--- config.mk ---
export PLATFORM = sky130hd
export DESIGN_NAME = accel_motion_alarm_top
export DESIGN_NICKNAME = d
export VERILOG_FILES = /design/src/rtl/core/amd_pkg.sv /design/src/rtl/core/amd_axis.sv /design/src/rtl/core/amd_ctl.sv /design/src/rtl/core/accel_motion_alarm_top.sv
export SDC_FILE = /design/constraint.sdc
export NUM_CORES = 1
export LEC_CHECK = 0
export BUFFER_PORTS_ARGS = -buffer_cell sky130_fd_sc_hd__buf_4
export CAP_MARGIN = 5
export CORE_ASPECT_RATIO = 0.8
export CORE_MARGIN = 8
export CORE_UTILIZATION = 45
export DETAILED_ROUTE_END_ITERATION = 7
export PLACE_DENSITY_LB_ADDON = 0.25
export SYNTH_ARGS = -nofsm -noshare
export SYNTH_HDL_FRONTEND = slang
export SYNTH_HIERARCHICAL = 1
export SYNTH_SLANG_ARGS = --single-unit
--- constraint.sdc ---
create_clock -name clock -period 4.9 [get_ports clock]
set_input_delay 1.225 -clock clock [delete_from_list [all_inputs] [get_ports clock]]
set_output_delay 1.225 -clock clock [all_outputs]
set_load 0.05 [all_outputs]
--- src/rtl/core/amd_pkg.sv ---
// ----------------------------------------------------------------------------
// amd_pkg
// shared widths, mode codes and the axis command struct of the motion alarm
// ----------------------------------------------------------------------------
package amd_pkg;

   localparam int SAMPLE_W    = 12;
   localparam int TOL_W       = 10;
   localparam int CAL_SAMPLES = 50;
   localparam int CAL_CNT_W   = 6;
   localparam int MODE_W      = 3;

   // window limits need room for the bound plus or minus the full tolerance
   localparam int LIMIT_W = ((SAMPLE_W > TOL_W) ? SAMPLE_W : TOL_W) + 2;

   localparam logic [TOL_W-1:0] TOL_RESET = TOL_W'(10);

   localparam logic [MODE_W-1:0] MODE_IDLE     = MODE_W'(0);
   localparam logic [MODE_W-1:0] MODE_CAL      = MODE_W'(1);
   localparam logic [MODE_W-1:0] MODE_ARMED    = MODE_W'(2);
   localparam logic [MODE_W-1:0] MODE_ALARM    = MODE_W'(3);
   localparam logic [MODE_W-1:0] MODE_DISARMED = MODE_W'(4);

   typedef logic signed [SAMPLE_W-1:0] sample_type;

   typedef struct packed {
      logic seed;
      logic widen;
      logic check;
   } axis_cmd_type;

endpackage

--- src/rtl/core/amd_axis.sv ---
// ----------------------------------------------------------------------------
// amd_axis
// calibrated bounds of one axis: seed, widen and window check
// ----------------------------------------------------------------------------
module amd_axis (
   input  logic                      clock,
   input  logic                      reset,
   input  amd_pkg::axis_cmd_type     cmd,
   input  amd_pkg::sample_type       sample,
   input  logic [amd_pkg::TOL_W-1:0] tolerance,
   output logic                      motion
);
   import amd_pkg::*;

   sample_type low_ff, low_in;
   sample_type high_ff, high_in;

   logic signed [LIMIT_W-1:0] upper_lim;
   logic signed [LIMIT_W-1:0] lower_lim;
   logic signed [LIMIT_W-1:0] sample_ext;
   logic signed [LIMIT_W-1:0] tol_ext;

   always_comb begin
      sample_ext = LIMIT_W'(sample);
      tol_ext    = $signed({{(LIMIT_W-TOL_W){1'b0}}, tolerance});
      upper_lim  = LIMIT_W'(high_ff) + tol_ext;
      lower_lim  = LIMIT_W'(low_ff) - tol_ext;
      motion     = cmd.check && ((sample_ext > upper_lim) || (sample_ext < lower_lim));
   end

   always_comb begin
      low_in  = low_ff;
      high_in = high_ff;
      if (cmd.seed) begin
         low_in  = sample;
         high_in = sample;
      end else if (cmd.widen) begin
         // only one side moves per sample
         if (sample > high_ff) begin
            high_in = sample;
         end else if (sample < low_ff) begin
            low_in = sample;
         end
      end
   end

   always_ff @(posedge clock) begin
      if (reset) begin
         low_ff  <= '0;
         high_ff <= '0;
      end else begin
         low_ff  <= low_in;
         high_ff <= high_in;
      end
   end

endmodule

--- src/rtl/core/amd_ctl.sv ---
// ----------------------------------------------------------------------------
// amd_ctl
// mode sequencer: calibration count, arming, alarm latch and disarm
// ----------------------------------------------------------------------------
module amd_ctl (
   input  logic                       clock,
   input  logic                       reset,
   input  logic                       step,
   input  logic                       cal_req,
   input  logic                       disarm,
   input  logic                       motion_any,
   output amd_pkg::axis_cmd_type      axis_cmd,
   output logic [amd_pkg::MODE_W-1:0] mode,
   output logic                       alarm_level
);
   import amd_pkg::*;

   typedef enum logic [MODE_W-1:0] {
      ST_IDLE     = MODE_IDLE,
      ST_CAL      = MODE_CAL,
      ST_ARMED    = MODE_ARMED,
      ST_ALARM    = MODE_ALARM,
      ST_DISARMED = MODE_DISARMED
   } mode_type;

   localparam logic [CAL_CNT_W-1:0] CAL_LAST = CAL_CNT_W'(CAL_SAMPLES);

   mode_type             mode_ff, mode_in;
   logic [CAL_CNT_W-1:0] cnt_ff, cnt_in;
   logic                 alarm_ff, alarm_in;

   always_comb begin
      mode_in  = mode_ff;
      cnt_in   = cnt_ff;
      alarm_in = alarm_ff;
      axis_cmd = '0;
      if (step) begin
         unique case (mode_ff) inside
            ST_DISARMED: begin
            end
            ST_CAL: begin
               axis_cmd.widen = 1'b1;
               cnt_in         = cnt_ff + 1'b1;
               // a wrapped count also ends calibration
               if ((cnt_in >= CAL_LAST) || (cnt_in == '0)) begin
                  mode_in = ST_ARMED;
               end
            end
            ST_IDLE, ST_ARMED, ST_ALARM: begin
               if (disarm) begin
                  mode_in  = ST_DISARMED;
                  alarm_in = 1'b0;
               end else if (cal_req) begin
                  axis_cmd.seed = 1'b1;
                  cnt_in        = '0;
                  mode_in       = ST_CAL;
               end else if (mode_ff == ST_ARMED) begin
                  axis_cmd.check = 1'b1;
                  if (motion_any) begin
                     mode_in  = ST_ALARM;
                     alarm_in = 1'b1;
                  end
               end
            end
            default: begin
               mode_in = ST_IDLE;
            end
         endcase
      end
   end

   always_ff @(posedge clock) begin
      if (reset) begin
         mode_ff  <= ST_IDLE;
         cnt_ff   <= '0;
         alarm_ff <= 1'b0;
      end else begin
         mode_ff  <= mode_in;
         cnt_ff   <= cnt_in;
         alarm_ff <= alarm_in;
      end
   end

   assign mode        = mode_ff;
   assign alarm_level = alarm_ff;

   a_disarm_sticks: assert property (@(posedge clock) disable iff (reset)
      mode_ff == ST_DISARMED |=> mode_ff == ST_DISARMED)
      else $error("left disarmed mode");

   a_disarm_quiet: assert property (@(posedge clock) disable iff (reset)
      mode_ff == ST_DISARMED |-> !alarm_ff)
      else $error("alarm high while disarmed");

   a_alarm_level: assert property (@(posedge clock) disable iff (reset)
      mode_ff == ST_ALARM |-> alarm_ff)
      else $error("alarm mode without alarm level");

   a_cal_bounded: assert property (@(posedge clock) disable iff (reset)
      mode_ff == ST_CAL |-> cnt_ff < CAL_LAST)
      else $error("calibration count overran");

endmodule

--- src/rtl/core/accel_motion_alarm_top.sv ---
// ----------------------------------------------------------------------------
// accel_motion_alarm_top
// accelerometer motion alarm with min/max calibration window
// ----------------------------------------------------------------------------
// usage
//   req_*  : one three-axis sample word with calibrate and remote disarm flags,
//            valid/ready handshake
//   rsp_*  : one result word per request word: mode, alarm pin level,
//            acknowledge request and per-axis motion flags, valid/ready
//   csr_*  : write-only tolerance register, taken on csr_write_enable
// stages: two register stages, the input register and then the state and
//   result register
// throughput: one word per cycle while rsp_ready is high; the mode and bound
//   update is combinational compare and select after the input register
// reset: mode idle, bounds and calibration count zero, alarm low, tolerance 10,
//   both pipeline stages empty
// stall: while rsp_ready is low the result is held; one further word is held
//   in the input register, after which req_ready drops
// the tolerance register must only be written while the block is empty
// ----------------------------------------------------------------------------
module accel_motion_alarm_top (
   input  logic                       clock,
   input  logic                       reset,
   // request channel
   input  logic                       req_valid,
   output logic                       req_ready,
   input  amd_pkg::sample_type        req_accel_x,
   input  amd_pkg::sample_type        req_accel_y,
   input  amd_pkg::sample_type        req_accel_z,
   input  logic                       req_calibrate_request,
   input  logic                       req_remote_disarm,
   // response channel
   output logic                       rsp_valid,
   input  logic                       rsp_ready,
   output logic [amd_pkg::MODE_W-1:0] rsp_mode,
   output logic                       rsp_alarm_out,
   output logic                       rsp_send_ack,
   output logic                       rsp_motion_x,
   output logic                       rsp_motion_y,
   output logic                       rsp_motion_z,
   // configuration
   input  logic                       csr_write_enable,
   input  logic [amd_pkg::TOL_W-1:0]  csr_write_data
);
   import amd_pkg::*;

   // tolerance register
   logic [TOL_W-1:0] tol_ff;

   // input register stage
   logic       in_valid_ff, in_valid_in;
   sample_type x_ff, y_ff, z_ff;
   logic       cal_ff, disarm_ff;

   // result register stage (mode and alarm live in the sequencer)
   logic       out_valid_ff, out_valid_in;
   logic [2:0] motion_ff;

   logic         advance;
   logic         accept;
   axis_cmd_type axis_cmd;
   logic [2:0]   motion;
   logic [MODE_W-1:0] mode;
   logic         alarm_level;

   // the input word moves on when the result slot is free or being emptied
   assign advance   = in_valid_ff && (!out_valid_ff || rsp_ready);
   assign req_ready = !in_valid_ff || advance;
   assign accept    = req_valid && req_ready;

   always_comb begin
      in_valid_in  = in_valid_ff;
      out_valid_in = out_valid_ff;
      if (accept) begin
         in_valid_in = 1'b1;
      end else if (advance) begin
         in_valid_in = 1'b0;
      end
      if (advance) begin
         out_valid_in = 1'b1;
      end else if (rsp_ready) begin
         out_valid_in = 1'b0;
      end
   end

   always_ff @(posedge clock) begin
      if (reset) begin
         tol_ff       <= TOL_RESET;
         in_valid_ff  <= 1'b0;
         out_valid_ff <= 1'b0;
      end else begin
         if (csr_write_enable) begin
            tol_ff <= csr_write_data;
         end
         in_valid_ff  <= in_valid_in;
         out_valid_ff <= out_valid_in;
      end
   end

   // payload registers, no reset needed
   always_ff @(posedge clock) begin
      if (accept) begin
         x_ff      <= req_accel_x;
         y_ff      <= req_accel_y;
         z_ff      <= req_accel_z;
         cal_ff    <= req_calibrate_request;
         disarm_ff <= req_remote_disarm;
      end
      if (advance) begin
         motion_ff <= motion;
      end
   end

   amd_ctl u_ctl (
      .clock       (clock),
      .reset       (reset),
      .step        (advance),
      .cal_req     (cal_ff),
      .disarm      (disarm_ff),
      .motion_any  (|motion),
      .axis_cmd    (axis_cmd),
      .mode        (mode),
      .alarm_level (alarm_level)
   );

   amd_axis u_axis_x (
      .clock     (clock),
      .reset     (reset),
      .cmd       (axis_cmd),
      .sample    (x_ff),
      .tolerance (tol_ff),
      .motion    (motion[0])
   );

   amd_axis u_axis_y (
      .clock     (clock),
      .reset     (reset),
      .cmd       (axis_cmd),
      .sample    (y_ff),
      .tolerance (tol_ff),
      .motion    (motion[1])
   );

   amd_axis u_axis_z (
      .clock     (clock),
      .reset     (reset),
      .cmd       (axis_cmd),
      .sample    (z_ff),
      .tolerance (tol_ff),
      .motion    (motion[2])
   );

   // mode and alarm change only when a new result is loaded, so they serve
   // directly as the result fields
   assign rsp_valid     = out_valid_ff;
   assign rsp_mode      = mode;
   assign rsp_alarm_out = alarm_level;
   assign rsp_send_ack  = (mode == MODE_DISARMED);
   assign rsp_motion_x  = motion_ff[0];
   assign rsp_motion_y  = motion_ff[1];
   assign rsp_motion_z  = motion_ff[2];

   a_motion_alarms: assert property (@(posedge clock) disable iff (reset)
      out_valid_ff && (|motion_ff) |-> mode == MODE_ALARM && alarm_level)
      else $error("motion reported without alarm");

   a_no_lost_word: assert property (@(posedge clock) disable iff (reset)
      in_valid_ff && !advance |=> in_valid_ff)
      else $error("held input word dropped");

   a_result_loaded: assert property (@(posedge clock) disable iff (reset)
      advance |=> out_valid_ff)
      else $error("advanced word gave no result");

endmodule

==> impl_metrics.py <==
metrics = {
    "run_status": {
        "status": "complete, no violations",
    },
    "logic_synthesis": {
        "ys_ff_latch": 135,
        "syn-num-nets": 1695,
        "syn_inst": 1430,
        "synth_warnings": 6,
        "synth_edf_count": 41,
        "ys_types": 76,
        "synth_ff_type": "dfxtp_1",
        "async_flop_share": 0,
        "ys_seq_area_frac": 0.253,
        "netlist_area_um2": 12300,
        "synth.avg_cell_area_um2": 8.61,
    },
    "layout": {
        "final_layout_size_suffix_gt1_frac": 0.142,
        "design_area_um2": 14200,
        "area_growth_pct": 15.4,
        "layout_common_cells": "ha_1, inv_1, nand2_1",
        "layout_commonest_cell": "ha_1",
        "post-route-util": 0.524,
        "layout.nets": 1779,
        "diodes": 0,
    },
    "worst_setup_path": {
        "regToRegEndpoint": "u_ctl/mode[1]",
        "worstSetupStartpointType": "register",
        "critPathCaptureType": "register",
        "crit_slowest_cell": "dfxtp_1",
        "critPathMaxStageDelay_ns": 0.55,
        "worstPathArrival_ns": 5.00,
        "r2r-start": "tol_ff[3]",
        "crit_chain": "buf_4 > inv_1 > ha_1 > a21oi_2 > a2bb2oi_2 > a21oi_1 > buf_4 > nor4_1 > a311o_1 > ha_1 > a21o_1 > a2111oi_2 > o21ai_1 > o221ai_2 > or3_4 > nor2b_4 > o21a_1 > o21ai_2 > a311oi_4 > mux2_4",
        "cp_max_fo": 6,
        "r2r_cells": 20,
        "rrSetupSlack_ns": 0.22,
        "crit_type": "register to register",
        "required_ns": 5.22,
    },
    "sta": {
        "whs_ns": 0.480,
        "skew_ns": 0.0112,
        "worstMarginPinSlew_ns": 1.07,
        "tns_ns": 0,
        "grt_setup_unrepaired": "true",
        "fmax_mhz": 214,
        "maxSlewViolCount": 0,
        "relSlewSlack": 0.285,
        "hold_violations": 0,
        "finalSetupViolations": 0,
        "timing.final.crit_share": 0.955,
        "fin_crit_ns": 4.68,
    },
    "grt": {
        "grt_pass1_vias": 10187,
        "grt_max_degree": 68,
        "grt_first_pass_wirelength_um": 53300,
        "antenna_found_initial": 0,
        "grt_usage": 0.199,
        "grt.overflow.total": 0,
    },
    "routing": {
        "drc_errors": 0,
        "first_iter_violations": 634,
        "post_drt_wl_per_cell_um": 17.6,
        "vias_per_cell": 5.63,
        "final_antenna_net_count": 0,
        "drt_wl_total_um": 33200,
        "vias": 10644,
        "firstDrtPassIters": 5,
    },
    "pwr": {
        "net-switching-power_mw": 1.20,
        "intPower_mw": 2.59,
        "power.density_nw_per_um2": 267,
        "ir_drop_mv": 0.260,
        "p_leak_nw": 6.06,
        "power_mw": 3.79,
        "combinationalPowerShare": 0.276,
        "switching_share": 0.316,
        "seqPwrFrac": 0.342,
        "clkPwrFrac": 0.382,
    },
    "placement": {
        "gp_congestion": 0.918,
        "dpl_cell_area_um2": 13300,
        "hpwl_um": 24700,
        "io_buffers": 62,
    },
    "cts": {
        "htree_levels": 4,
        "root_buffer": "clkbuf_16",
        "cts.sinks": 135,
        "path_clk_slew_ns": 0.06,
        "clockBufferDepth": 2,
        "holdBufCountCts": 0,
        "cts_tree": "yes",
        "cts_buffers": 17,
        "insertion_delay_ns": 0.43,
    },
    "job": {
        "cap_violations": 0,
    },
    "floorplanning": {
        "dieArea_um2": 32900,
        "coreArea_um2": 27100,
        "die_h_um": 164,
        "start_util": 0.454,
        "die_width_um": 201,
        "rows": 54,
        "io_pins": 63,
    },
    "worst_hold_path": {
        "whs_path_depth": 2,
        "hold_path.startpoint": "in_valid_ff",
        "holdPathEnd": "rsp_valid",
        "min_path_type": "register to register",
    },
}
-- cell usage after synthesis, types with 4 or more instances --
cell type | n | area, um2
ha_1 | 206 | 2580
inv_1 | 142 | 533
nand2_1 | 118 | 443
a21oi_1 | 114 | 571
dfxtp_1 | 94 | 1880
nor2_1 | 85 | 319
mux2i_1 | 73 | 731
nand2b_1 | 62 | 388
nor3_1 | 55 | 275
edfxtp_1 | 41 | 1230
o21ai_0 | 39 | 195
a21o_1 | 35 | 263
o211ai_1 | 35 | 263
xnor2_1 | 34 | 298
xor2_1 | 26 | 228
nand3_1 | 21 | 105
nor2b_1 | 19 | 119
nand4_1 | 18 | 113
clkbuf_1 | 17 | 63.8
o21ai_1 | 12 | 60.1
a2111oi_0 | 11 | 96.3
nand4b_1 | 11 | 96.3
a31oi_1 | 9 | 56.3
a211oi_1 | 8 | 60.1
and3_1 | 8 | 50.1
o21a_1 | 8 | 60.1
or2_2 | 7 | 43.8
buf_6 | 6 | 67.6
dlygate4sd1_1 | 6 | 52.6
fa_1 | 6 | 120
and4_1 | 5 | 43.8
buf_2 | 5 | 25.0
dlygate4sd3_1 | 5 | 50.1
nor4_1 | 5 | 31.3
o31a_1 | 5 | 43.8
a21boi_0 | 4 | 30.0
and2_1 | 4 | 25.0
o221ai_1 | 4 | 35.0
o41ai_1 | 4 | 35.0
-- power by group through the flow --
stage / clock [mW] / sequential (mW) / combinational, mW
after floorplan: 0 / 1.29 / 0.717
after detailed placement: 0 / 1.32 / 0.972
after global placement: 0 / 1.32 / 0.951
after global routing: 1.52 / 1.30 / 1.18
after CTS: 1.47 / 1.30 / 0.987
final: 1.45 / 1.30 / 1.05
-- through the flow --
stage	cells	setup WS, ns
floorplan	1430	0.272
global placement	1853	-0.0826
global route	1891	-0.0976
detailed placement	1853	-0.231
CTS	1885	0.000583
finish	1891	0.223
-- critical path, delay by kind of cell, from the launching register on --
family                     cells  cell delay (ns)
AOI/OAI and AO/OA             11             2.31
muxes                          1             0.33
and+or+nand+nor                3             0.33
adders and majority gates      2             0.63
DFF                            1             0.55
buffers and inverters          3             0.42
-- registers in the layout, summed over array words and instances, names as in the netlist, 3 cells and up --
name              cells
tol_ff               10
u_axis_y/low_ff      12
u_axis_z/high_ff     12
u_ctl/mode            3
u_axis_z/low_ff      12
u_axis_x/low_ff      12
u_ctl/cnt_ff          6
motion_ff             3
z_ff                 12
u_axis_y/high_ff     12
y_ff                 12
u_axis_x/high_ff     12
x_ff                 12
-- how the worst max path moves through the flow --
stage / slack (ns) / endpoint / start
6_report: 0.22 / u_ctl/mode[1] / tol_ff[3]
5_1_grt: -0.1 / u_ctl/mode[1] / tol_ff[0]
4_1_cts: 0.0006 / u_ctl/mode[1] / tol_ff[0]
3_5_place_dp: -0.23 / u_ctl/mode[1] / tol_ff[0]
3_3_place_gp: -0.08 / u_ctl/mode[1] / tol_ff[0]
2_1_floorplan: 0.27 / u_ctl/mode[1] / tol_ff[0]
-- what timing repair did --
item | CTS | global route
pin swaps | 1 | 36
endpoints found under the setup margin | 4 | 4
endpoints found under the hold margin | 0 | 0
buffers inserted | 0 | 6
gates resized for setup | 4 | 62
-- final cells by class --
class	instances	area (um2)
inverters	145	544
clock inverters	14	224
multi-input cells	1107	8580
clock buffers	18	429
well taps	364	455
repair buffers	108	840
flip-flops and latches	135	3120
fillers	2491	12900
-- kinds of logic (layout without fill, tap and decap cells) --
| logic type | count (synthesis) | count (layout) | share of synthesized area |
|---|---|---|---|
| simple gates | 439 | 439 | 0.181 |
| compound gates | 321 | 321 | 0.174 |
| buf+inv | 188 | 285 | 0.0681 |
| xor+xnor | 60 | 60 | 0.0427 |
| flops | 135 | 135 | 0.253 |
| fa+ha+maj | 212 | 212 | 0.219 |
| mux | 75 | 75 | 0.0618 |
-- per-layer routing --
| metal | share of wire | track usage | up-vias |
|---|---|---|---|
| met5 | 0 | 0 | - |
| met4 | 0.022 | 0.0578 | 0 |
| met3 | 0.045 | 0.0296 | 44 |
| met2 | 0.46 | 0.332 | 275 |
| met1 | 0.47 | 0.265 | 5013 |
| li1 | - | - | 5312 |
No activity file was read; power rests on OpenSTA's default activity.
